### src/design/sch_pkg.sv
package sch_pkg;

    localparam int MAX_BLOCKS  = 64;
    localparam int BLOCK_SHIFT = 6;
    localparam int NCATS       = 1 << BLOCK_SHIFT;
    localparam int CAT_W       = 32;
    localparam int CNT_W       = 32;
    localparam int KIND_W      = 2;
    localparam int KEY_W       = CAT_W - BLOCK_SHIFT + 1;
    localparam int SLOT_W      = $clog2(MAX_BLOCKS);
    localparam int USED_W      = $clog2(MAX_BLOCKS + 1);
    localparam int OFF_W       = BLOCK_SHIFT;
    localparam int CUR_W       = OFF_W + 1;
    localparam int ADDR_W      = SLOT_W + OFF_W;

    typedef logic signed [KEY_W-1:0] t_key;
    typedef logic signed [CAT_W-1:0] t_cat;
    typedef logic [CNT_W-1:0]        t_cnt;

    typedef enum logic [KIND_W-1:0] {
        KIND_UPDATE = 2'd0,
        KIND_FIND   = 2'd1,
        KIND_REWIND = 2'd2,
        KIND_NEXT   = 2'd3
    } t_kind;

    typedef enum logic [1:0] {
        SCAN_MATCH = 2'd0,
        SCAN_MIN   = 2'd1,
        SCAN_NEXT  = 2'd2
    } t_scan_mode;

    typedef enum logic [1:0] {
        OSEL_ECHO = 2'd0,
        OSEL_FULL = 2'd1,
        OSEL_FIND = 2'd2,
        OSEL_NEXT = 2'd3
    } t_osel;

    typedef struct packed {
        logic       load;
        logic       scan_init;
        logic       scan_step;
        t_scan_mode mode;
        logic       ctr_rd_upd;
        logic       ctr_wr_inc;
        logic       alloc_init;
        logic       clr_step;
        logic       set_cursor;
        logic       cur_adv;
        logic       ctr_rd_cur;
        logic       out_load;
        t_osel      sel;
    } t_cmd;

    typedef struct packed {
        t_kind kind;
        logic  scan_done;
        logic  hit;
        logic  used_zero;
        logic  used_full;
        logic  clr_last;
        logic  cur_end;
        logic  ctr_nz;
        logic  out_free;
    } t_status;

    // block index of a category, negatives rounded as -((-c)>>shift)-1
    function automatic t_key cat_block(input t_cat c);
        logic [CAT_W:0]       m;
        logic [KEY_W-1:0]     q;
        t_key                 r;
        m = -{c[CAT_W-1], c};
        q = KEY_W'(m >> BLOCK_SHIFT);
        if (c[CAT_W-1]) begin
            r = ~q;
        end else begin
            r = KEY_W'(c >>> BLOCK_SHIFT);
        end
        return r;
    endfunction

    function automatic logic [OFF_W-1:0] cat_offset(input t_cat c);
        logic [CAT_W:0]   m;
        logic [OFF_W-1:0] r;
        m = -{c[CAT_W-1], c};
        if (c[CAT_W-1]) begin
            r = ~m[OFF_W-1:0];
        end else begin
            r = c[OFF_W-1:0];
        end
        return r;
    endfunction

    function automatic t_cat join_cat(input t_key k, input logic [OFF_W-1:0] off);
        logic [CAT_W-1:0] base;
        base = {k[CAT_W-BLOCK_SHIFT-1:0], off};
        return base + CAT_W'(k[KEY_W-1]);
    endfunction

endpackage

### src/design/sch_ctrl.sv
module sch_ctrl (
    input  logic             i_clk,
    input  logic             i_rst_n,
    input  logic             i_s_axis_tvalid,
    output logic             o_s_axis_tready,
    input  sch_pkg::t_status i_status,
    output sch_pkg::t_cmd    o_cmd
);

    typedef enum logic [12:0] {
        S_IDLE   = 13'b0000000000001,
        S_DECODE = 13'b0000000000010,
        S_SCAN   = 13'b0000000000100,
        S_CRD    = 13'b0000000001000,
        S_CWR    = 13'b0000000010000,
        S_ALLOC  = 13'b0000000100000,
        S_CLR    = 13'b0000001000000,
        S_ADV    = 13'b0000010000000,
        S_CHK    = 13'b0000100000000,
        S_CWAIT  = 13'b0001000000000,
        S_FIN    = 13'b0010000000000,
        S_SPARE0 = 13'b0100000000000,
        S_SPARE1 = 13'b1000000000000
    } t_state;

    t_state         r_state, n_state;
    sch_pkg::t_osel r_sel, n_sel;
    sch_pkg::t_cmd  cmd;

    always_ff @(posedge i_clk) begin
        if (!i_rst_n) begin
            r_state <= S_IDLE;
            r_sel   <= sch_pkg::OSEL_ECHO;
        end else begin
            r_state <= n_state;
            r_sel   <= n_sel;
        end
    end

    always_comb begin
        n_state = r_state;
        n_sel   = r_sel;
        cmd     = '0;
        cmd.sel = r_sel;
        unique case (r_state)
            S_IDLE: begin
                if (i_s_axis_tvalid) begin
                    cmd.load = 1'b1;
                    n_state  = S_DECODE;
                end
            end
            S_DECODE: begin
                case (i_status.kind) inside
                    sch_pkg::KIND_UPDATE, sch_pkg::KIND_FIND: begin
                        cmd.scan_init = 1'b1;
                        cmd.mode      = sch_pkg::SCAN_MATCH;
                        n_state       = S_SCAN;
                    end
                    sch_pkg::KIND_REWIND: begin
                        if (i_status.used_zero) begin
                            n_sel   = sch_pkg::OSEL_ECHO;
                            n_state = S_FIN;
                        end else begin
                            cmd.scan_init = 1'b1;
                            cmd.mode      = sch_pkg::SCAN_MIN;
                            n_state       = S_SCAN;
                        end
                    end
                    default: begin
                        if (i_status.used_zero) begin
                            n_sel   = sch_pkg::OSEL_ECHO;
                            n_state = S_FIN;
                        end else begin
                            n_state = S_ADV;
                        end
                    end
                endcase
            end
            S_SCAN: begin
                cmd.scan_step = 1'b1;
                if (i_status.scan_done) begin
                    n_sel = sch_pkg::OSEL_ECHO;
                    case (i_status.kind)
                        sch_pkg::KIND_UPDATE: begin
                            if (i_status.hit) begin
                                n_state = S_CRD;
                            end else if (i_status.used_full) begin
                                n_sel   = sch_pkg::OSEL_FULL;
                                n_state = S_FIN;
                            end else begin
                                n_state = S_ALLOC;
                            end
                        end
                        sch_pkg::KIND_FIND: begin
                            n_state = i_status.hit ? S_CRD : S_FIN;
                        end
                        sch_pkg::KIND_REWIND: begin
                            cmd.set_cursor = 1'b1;
                            n_state        = S_FIN;
                        end
                        default: begin
                            if (i_status.hit) begin
                                cmd.set_cursor = 1'b1;
                                n_state        = S_ADV;
                            end else begin
                                n_state = S_FIN;
                            end
                        end
                    endcase
                end
            end
            S_CRD: begin
                cmd.ctr_rd_upd = 1'b1;
                if (i_status.kind == sch_pkg::KIND_UPDATE) begin
                    n_state = S_CWR;
                end else begin
                    n_sel   = sch_pkg::OSEL_FIND;
                    n_state = S_FIN;
                end
            end
            S_CWR: begin
                cmd.ctr_wr_inc = 1'b1;
                n_sel          = sch_pkg::OSEL_ECHO;
                n_state        = S_FIN;
            end
            S_ALLOC: begin
                cmd.alloc_init = 1'b1;
                n_state        = S_CLR;
            end
            S_CLR: begin
                cmd.clr_step = 1'b1;
                if (i_status.clr_last) begin
                    n_sel   = sch_pkg::OSEL_ECHO;
                    n_state = S_FIN;
                end
            end
            S_ADV: begin
                cmd.cur_adv = 1'b1;
                n_state     = S_CHK;
            end
            S_CHK: begin
                if (i_status.cur_end) begin
                    cmd.scan_init = 1'b1;
                    cmd.mode      = sch_pkg::SCAN_NEXT;
                    n_state       = S_SCAN;
                end else begin
                    cmd.ctr_rd_cur = 1'b1;
                    n_state        = S_CWAIT;
                end
            end
            S_CWAIT: begin
                if (i_status.ctr_nz) begin
                    n_sel   = sch_pkg::OSEL_NEXT;
                    n_state = S_FIN;
                end else begin
                    n_state = S_ADV;
                end
            end
            S_FIN: begin
                if (i_status.out_free) begin
                    cmd.out_load = 1'b1;
                    n_state      = S_IDLE;
                end
            end
            default: begin
                n_state = S_IDLE;
            end
        endcase
    end

    assign o_s_axis_tready = (r_state == S_IDLE);
    assign o_cmd           = cmd;

endmodule

### config.mk
export PLATFORM = sky130hd
export DESIGN_NAME = sch_ctrl
export DESIGN_NICKNAME = d
export VERILOG_FILES = /design/src/design/sch_pkg.sv /design/src/design/sch_ctrl.sv
export SDC_FILE = /design/constraint.sdc
export NUM_CORES = 1
export LEC_CHECK = 0
export ABC_AREA = 1
export BUFFER_PORTS_ARGS = -buffer_cell sky130_fd_sc_hd__buf_4
export CAP_MARGIN = 20
export CELL_PAD_IN_SITES_DETAIL_PLACEMENT = 1
export CELL_PAD_IN_SITES_GLOBAL_PLACEMENT = 2
export CORE_ASPECT_RATIO = 0.75
export CORE_MARGIN = 3
export CORE_UTILIZATION = 25
export CTS_BUF_LIST = sky130_fd_sc_hd__clkbuf_4 sky130_fd_sc_hd__clkbuf_8
export DETAILED_ROUTE_END_ITERATION = 10
export GPL_TIMING_DRIVEN = 0
export PLACE_DENSITY = 0.86
export SLEW_MARGIN = 20
export SYNTH_ARGS = -nofsm -noshare
export SYNTH_HDL_FRONTEND = slang
export SYNTH_SLANG_ARGS = --single-unit
### constraint.sdc
create_clock -name i_clk -period 1.2 [get_ports i_clk]
set_input_delay 0.06 -clock i_clk [delete_from_list [all_inputs] [get_ports i_clk]]
set_output_delay 0.06 -clock i_clk [all_outputs]
set_load 0.05 [all_outputs]
==> results.toml, run 1 <==
[yosys]
synth_top_area_cell = "dfxtp_1"
ys_seq_elements = 13
yosysSeqAreaShare = 0.248
syn-cell-area_um2 = 1050
yosys-top-cells-count = "inv_1 (31), nand2_1 (25), nor2_1 (25)"
synth_edf_count = 0
netlist_instances = 168
synth_warnings = 0
async_flop_share = 0
synth_top_area_frac = 0.248
synthFlopType = "dfxtp_1"
synth.distinct_cells = 25
synth.most_common_cell = "inv_1"
synth.net_count = 181
synth.area.top_cells = "dfxtp_1 (25%), inv_1 (11%), nand3_1 (9.0%), nand2_1 (8.9%), nor2_1 (8.9%)"
avgSynthCellArea_um2 = 6.26

[setup_path]
cp-end-kind = "primary output"
critical_path_required_ns = 1.14
crit_top_cell = "nand2_4"
path_delay_family = "simple AND/OR/NAND/NOR gates"
cp_data_arrival_time_ns = 1.60
cp.buffers_inverters = 1
startpoint_type = "flop"
slowest_stage = "dfxtp_2"
cp.depth = 6
crit_path_cell_trace = "nor2_4, nand2_4, nor2_8, nand2_4, a2111oi_4, buf_6"
path_max_fanout = 4
r2r_cells = 10
critical_path.max_stage_delay_ns = 0.33
worstSetupPathType = "flop to primary output"

[timing]
slew_violations = 0
setup_violations = 25
final.setup.worst_slack_ns = -0.458
rsz0062_at_grt = "true"
post-route-period-util = 1.38
fin_crit_ns = 1.66
hold_viol_final = 0
timing.hold.ws_ns = 0.0503
worst_slew_pin_slew_ns = 0.466
relSlewSlack = 0.687
clock_skew_ns = 0.00405
timing.fmax_mhz = 603

[floorplan]
pin_count = 29
die_w_um = 80.9
num_rows = 19
die_y_um = 62.2
start_util = 0.273
core_area_um2 = 3850
die_area_um2 = 5030

[clock_tree]
htreeDepth = 1
cts_sinks = 13
clock_latency_ns = 0.25
clkSlewWorstSetupHoldPaths_ns = 0.06
cts-buffers-inserted = 3
cts_root_buffer = "clkbuf_8"
cts_tree = "built"
cts_max_path_buffers = 2

[route]
dr.pass1.iters = 4
avgViaCountPerCell = 5.08
drc_errors = 0
avgRoutedWirePerCell_um = 18.8
vias = 1417
routed_wl_um = 5250
drt_iter0_markers = 95
ant_nets = 0

[layout]
fin_nets = 241
layout-drive-gt1-share = 0.678
design_area_um2 = 2130
synthToLayoutAreaGrowth_pct = 103
n_antenna_cell = 0

[grt]
gr-total-overflow = 0
grt_pass1_vias = 1531
groute.usage.overall = 0.193
grt_pass1_wl_um = 7520
grt_max_degree = 11
antenna_found_initial = 0

[place]
hpwlAfterDp_um = 3060
place.gp.congestion = 0.888
portBuffers = 28
placed_cell_area_um2 = 1450

[power]
power_leakage_nw = 0.954
peakVddDrop_mv = 0.515
power_density_nw_per_um2 = 638

[run_status]
violations = "setup timing"
outcome = "complete, but fails checks"

[hold_path]
hold_path.class = "input port to flop"
min_path_cells = 3

[run]
maxCapViolations = 0
[layer usage]
layer  GRT usage  wire length, µm
met5           0                0
met4      0.0506               82
met3      0.0361              207
met2       0.345             2760
met1       0.233             2190
[where the power goes]
| part | switching (mW) | total (mW) | internal (mW) | leakage, nW |
|---|---|---|---|---|
| clock | 0.174 | 0.432 | 0.258 | 0.0262 |
| combinational | 0.293 | 0.475 | 0.182 | 0.817 |
| sequential | 0.0138 | 0.452 | 0.439 | 0.111 |
| total | 0.480 | 1.36 | 0.879 | 0.954 |
[worst register-to-register path, stage by stage (launching register included)]
cell and delay [ns]:
dfxtp_2 0.33, nor2_4 0.14, nand2_4 0.11, buf_6 0.14, nor2_4 0.19, nand2_2 0.12
nand4_1 0.13, nor2_2 0.06, nand2_2 0.08, nand3_1 0.09, nor2_2 0.12
[layout make-up]
class	count	area (µm²)
Clock buffer	4	48.8
Tap cell	52	65.1
Sequential cell	13	282
Fill cell	480	1720
Inverter	40	180
Timing Repair Buffer	55	571
Multi-Input combinational cell	115	986
[sequential cells by signal, indices dropped and copies added, names as in the netlist]
register / cells
r_sel: 2
r_state: 11
[cell usage in the layout, fill, tap and decap left out, types with 2 or more instances in the layout]
| cell type | netlist | layout |
|---|---|---|
| inv_1 | 31 | 22 |
| clkbuf_8 | 0 | 3 |
| buf_6 | 0 | 12 |
| nand2_4 | 4 | 8 |
| nand2_8 | 0 | 2 |
| nand3_1 | 19 | 13 |
| nand2_1 | 25 | 12 |
| nand3_4 | 0 | 3 |
| buf_8 | 0 | 8 |
| nand3_2 | 3 | 6 |
| dfxtp_4 | 0 | 3 |
| dfxtp_1 | 13 | 2 |
| nor3_1 | 7 | 2 |
| nor2_2 | 1 | 6 |
| inv_2 | 8 | 12 |
| o21ai_2 | 0 | 2 |
| dfxtp_2 | 0 | 8 |
| nand4_1 | 5 | 5 |
| nand2_2 | 2 | 9 |
| nor2_1 | 25 | 8 |
| o21ai_0 | 4 | 4 |
| nor2_4 | 5 | 17 |
| buf_12 | 0 | 4 |
| nor3_2 | 0 | 4 |
| buf_4 | 0 | 30 |
| a21oi_2 | 0 | 3 |
| clkinvlp_4 | 0 | 2 |
[through the flow]
stage               setup WS (ns)  power (mW)  instances   util  TNS [ns]
floorplan                  -0.312       0.672        168      -     -2.66
global placement           -0.315       0.768        248  0.377     -3.55
detailed placement         -0.364       0.778        248  0.377     -4.27
CTS                        -0.412        1.30        270  0.492     -7.12
global route               -0.508        1.42        279  0.554    -10.03
finish                     -0.458        1.36        279  0.554     -8.15
[logic make-up after synthesis]
kind of cell,Yosys count,share of synthesized area
simple gates,101,0.530
buf+inv,40,0.143
compound gates,14,0.0798
flops,13,0.248
[timing repair]
| action | in CTS | in global routing |
|---|---|---|
| gates cloned | 0 | 0 |
| endpoints found under the setup margin | 24 | 27 |
| pin swaps | 15 | 26 |
| hold endpoints to repair | 1 | 0 |
| buffers inserted | 17 | 10 |
| gates resized for setup | 62 | 44 |
| hold buffers | 1 | 0 |
[final timing paths]
check	startpoint	endpoint	slack, ns
hold reg to reg	r_sel[1]	r_sel[1]	0.48
setup / recovery	r_state[9]	o_cmd[5]	-0.46
hold / removal	i_rst_n	r_state[2]	0.05
setup reg to reg	r_state[9]	r_state[5]	-0.40
No activity file was read; power rests on OpenSTA's default activity.
==> run 2, diff against run 1 <==
--- a/config.mk
+++ b/config.mk
@@ -7,11 +7,11 @@
 export LEC_CHECK = 0
 export ABC_AREA = 1
 export BUFFER_PORTS_ARGS = -buffer_cell sky130_fd_sc_hd__buf_4
-export CAP_MARGIN = 20
+export CAP_MARGIN = 0
 export CELL_PAD_IN_SITES_DETAIL_PLACEMENT = 1
 export CELL_PAD_IN_SITES_GLOBAL_PLACEMENT = 2
 export CORE_ASPECT_RATIO = 0.75
-export CORE_MARGIN = 3
+export CORE_MARGIN = 2
 export CORE_UTILIZATION = 25
 export CTS_BUF_LIST = sky130_fd_sc_hd__clkbuf_4 sky130_fd_sc_hd__clkbuf_8
 export DETAILED_ROUTE_END_ITERATION = 10
==> results.toml, run 2 (synthesized netlist as in run 1, its figures left out) <==
[power]
seqPwrFrac = 0.350
total_power_mw = 1.28
switching_power_uw = 445
power_density_nw_per_um2 = 657
pwr-share-clk = 0.321
power_leakage_nw = 0.903
swShare = 0.347
p_int_uw = 837
peakVddDrop_mv = 0.380
pwr-share-comb = 0.329

[timing]
worst_slew_pin_slew_ns = 0.423
fin_tns_setup_ns = -8.00
post-route-period-util = 1.36
relSlewSlack = 0.717
fin_crit_ns = 1.63
setup_violations = 25
timing.hold.ws_ns = 0.0626
slew_violations = 0
hold_viol_final = 0
rsz0062_at_grt = "true"
clock_skew_ns = 0.00430
timing.fmax_mhz = 615
final.setup.worst_slack_ns = -0.427

[place]
place.gp.congestion = 0.801
portBuffers = 28
place_inst = 251
hpwlAfterDp_um = 2850
placed_cell_area_um2 = 1450

[clock_tree]
cts_root_buffer = "clkbuf_8"
clock_latency_ns = 0.25
clkSlewWorstSetupHoldPaths_ns = 0.06
cts_max_path_buffers = 2
htreeDepth = 1
cts_tree = "built"
cts-buffers-inserted = 3
cts_sinks = 13

[layout]
regMostFlops = "r_state"
layout_commonest_cell = "buf_4"
fin_nets = 241
synthToLayoutAreaGrowth_pct = 85.5
n_antenna_cell = 0
fillers = 515
largestRegisters = "r_state (11), r_sel (2)"
design_area_um2 = 1950
ff_latch_area_um2 = 273
multi_input_comb_area_um2 = 857
final_cell_mix = "buf_4 (30), inv_1 (25), nand2_1 (17), buf_6 (17), nand3_1 (16)"
layout-drive-gt1-share = 0.564
finalNonFillerCells = 282
largest_reg_flops = 11

[grt]
grt_pass1_vias = 1287
grt_pass1_wl_um = 6150
grt_max_degree = 11
groute.usage.overall = 0.172
antenna_found_initial = 0
gr-total-overflow = 0

[setup_path]
critical_path_required_ns = 1.14
cp-end-kind = "primary output"
path_max_fanout = 4
worstSetupPathType = "flop to primary output"
crit_start = "r_state[4]"
r2r_cells = 10
cp_data_arrival_time_ns = 1.57
reg2reg_from = "r_state[4]"
startpoint_type = "flop"

[hold_path]
min_from = "i_rst_n"
min_path_cells = 2
hold_path.class = "input port to flop"

[floorplan]
die_y_um = 60.2
num_rows = 20
die_w_um = 78.9
die_area_um2 = 4740
core_area_um2 = 4050
start_util = 0.259
pin_count = 29

[route]
drc_errors = 0
ant_nets = 0
avgRoutedWirePerCell_um = 14.0
avgViaCountPerCell = 4.54
vias = 1281
routed_wl_um = 3950
drt_iter0_markers = 33
dr.pass1.iters = 4

[run_status]
outcome = "complete, but fails checks"
violations = "setup timing"

[run]
maxCapViolations = 0
-- run 2: changes by cell type in the layout (fill, tap and decap cells not counted), sizes merged --
cell    before  now
clkbuf       4    3
inv         36   37
-- run 2: path summary, 6_finish.rpt --
check        slack [ns]          to
max               -0.43   o_cmd[13]
min                0.06  r_state[0]
max reg2reg       -0.42  r_state[3]
min reg2reg        0.48    r_sel[1]
-- run 2: critical path: stages, from the launching register on --
cell and delay, ns:
dfxtp_2 0.35, nor2_4 0.14, nand2_4 0.11, nor2_4 0.16, nand4_4 0.16, o211ai_4 0.21
buf_6 0.18
-- run 2: power by group through the flow --
stage / registers, mW / clock network, mW / logic [mW]
floorplan: 0.461 / 0 / 0.211
global placement: 0.456 / 0 / 0.312
detailed placement: 0.457 / 0 / 0.315
CTS: 0.448 / 0.427 / 0.376
global route: 0.450 / 0.442 / 0.449
finish: 0.448 / 0.411 / 0.422
-- run 2: per-stage QoR --
step	util	setup slack [ns]
floorplan	-	-0.312
global placement	0.359	-0.338
detailed placement	0.359	-0.393
CTS	0.441	-0.437
global route	0.481	-0.509
finish	0.481	-0.427
-- run 2: layout make-up --
cell class | instances | area share
Tap cell | 55 | 0.0353
Timing Repair Buffer | 55 | 0.273
Inverter | 40 | 0.0886
Multi-Input combinational cell | 115 | 0.440
Clock inverter | 1 | 0.00257
Clock buffer | 3 | 0.0212
Sequential cell | 13 | 0.140
-- run 2: layer usage --
metal | up-vias | share of wire | track usage | wire length [µm]
li1 | 652 | - | - | -
met1 | 601 | 0.47 | 0.230 | 1870
met2 | 23 | 0.47 | 0.288 | 1870
met3 | 5 | 0.045 | 0.0408 | 177
met4 | 0 | 0.0081 | 0.0369 | 32
met5 | - | 0 | 0 | 0
-- run 2: what timing repair did --
item                                    CTS  global route
hold buffers                              1             0
endpoints found under the setup margin   24            26
pin swaps                                15            10
endpoints found under the hold margin     1             0
gates cloned                              0             0
resized for setup                        39            27
buffers inserted                         18             8
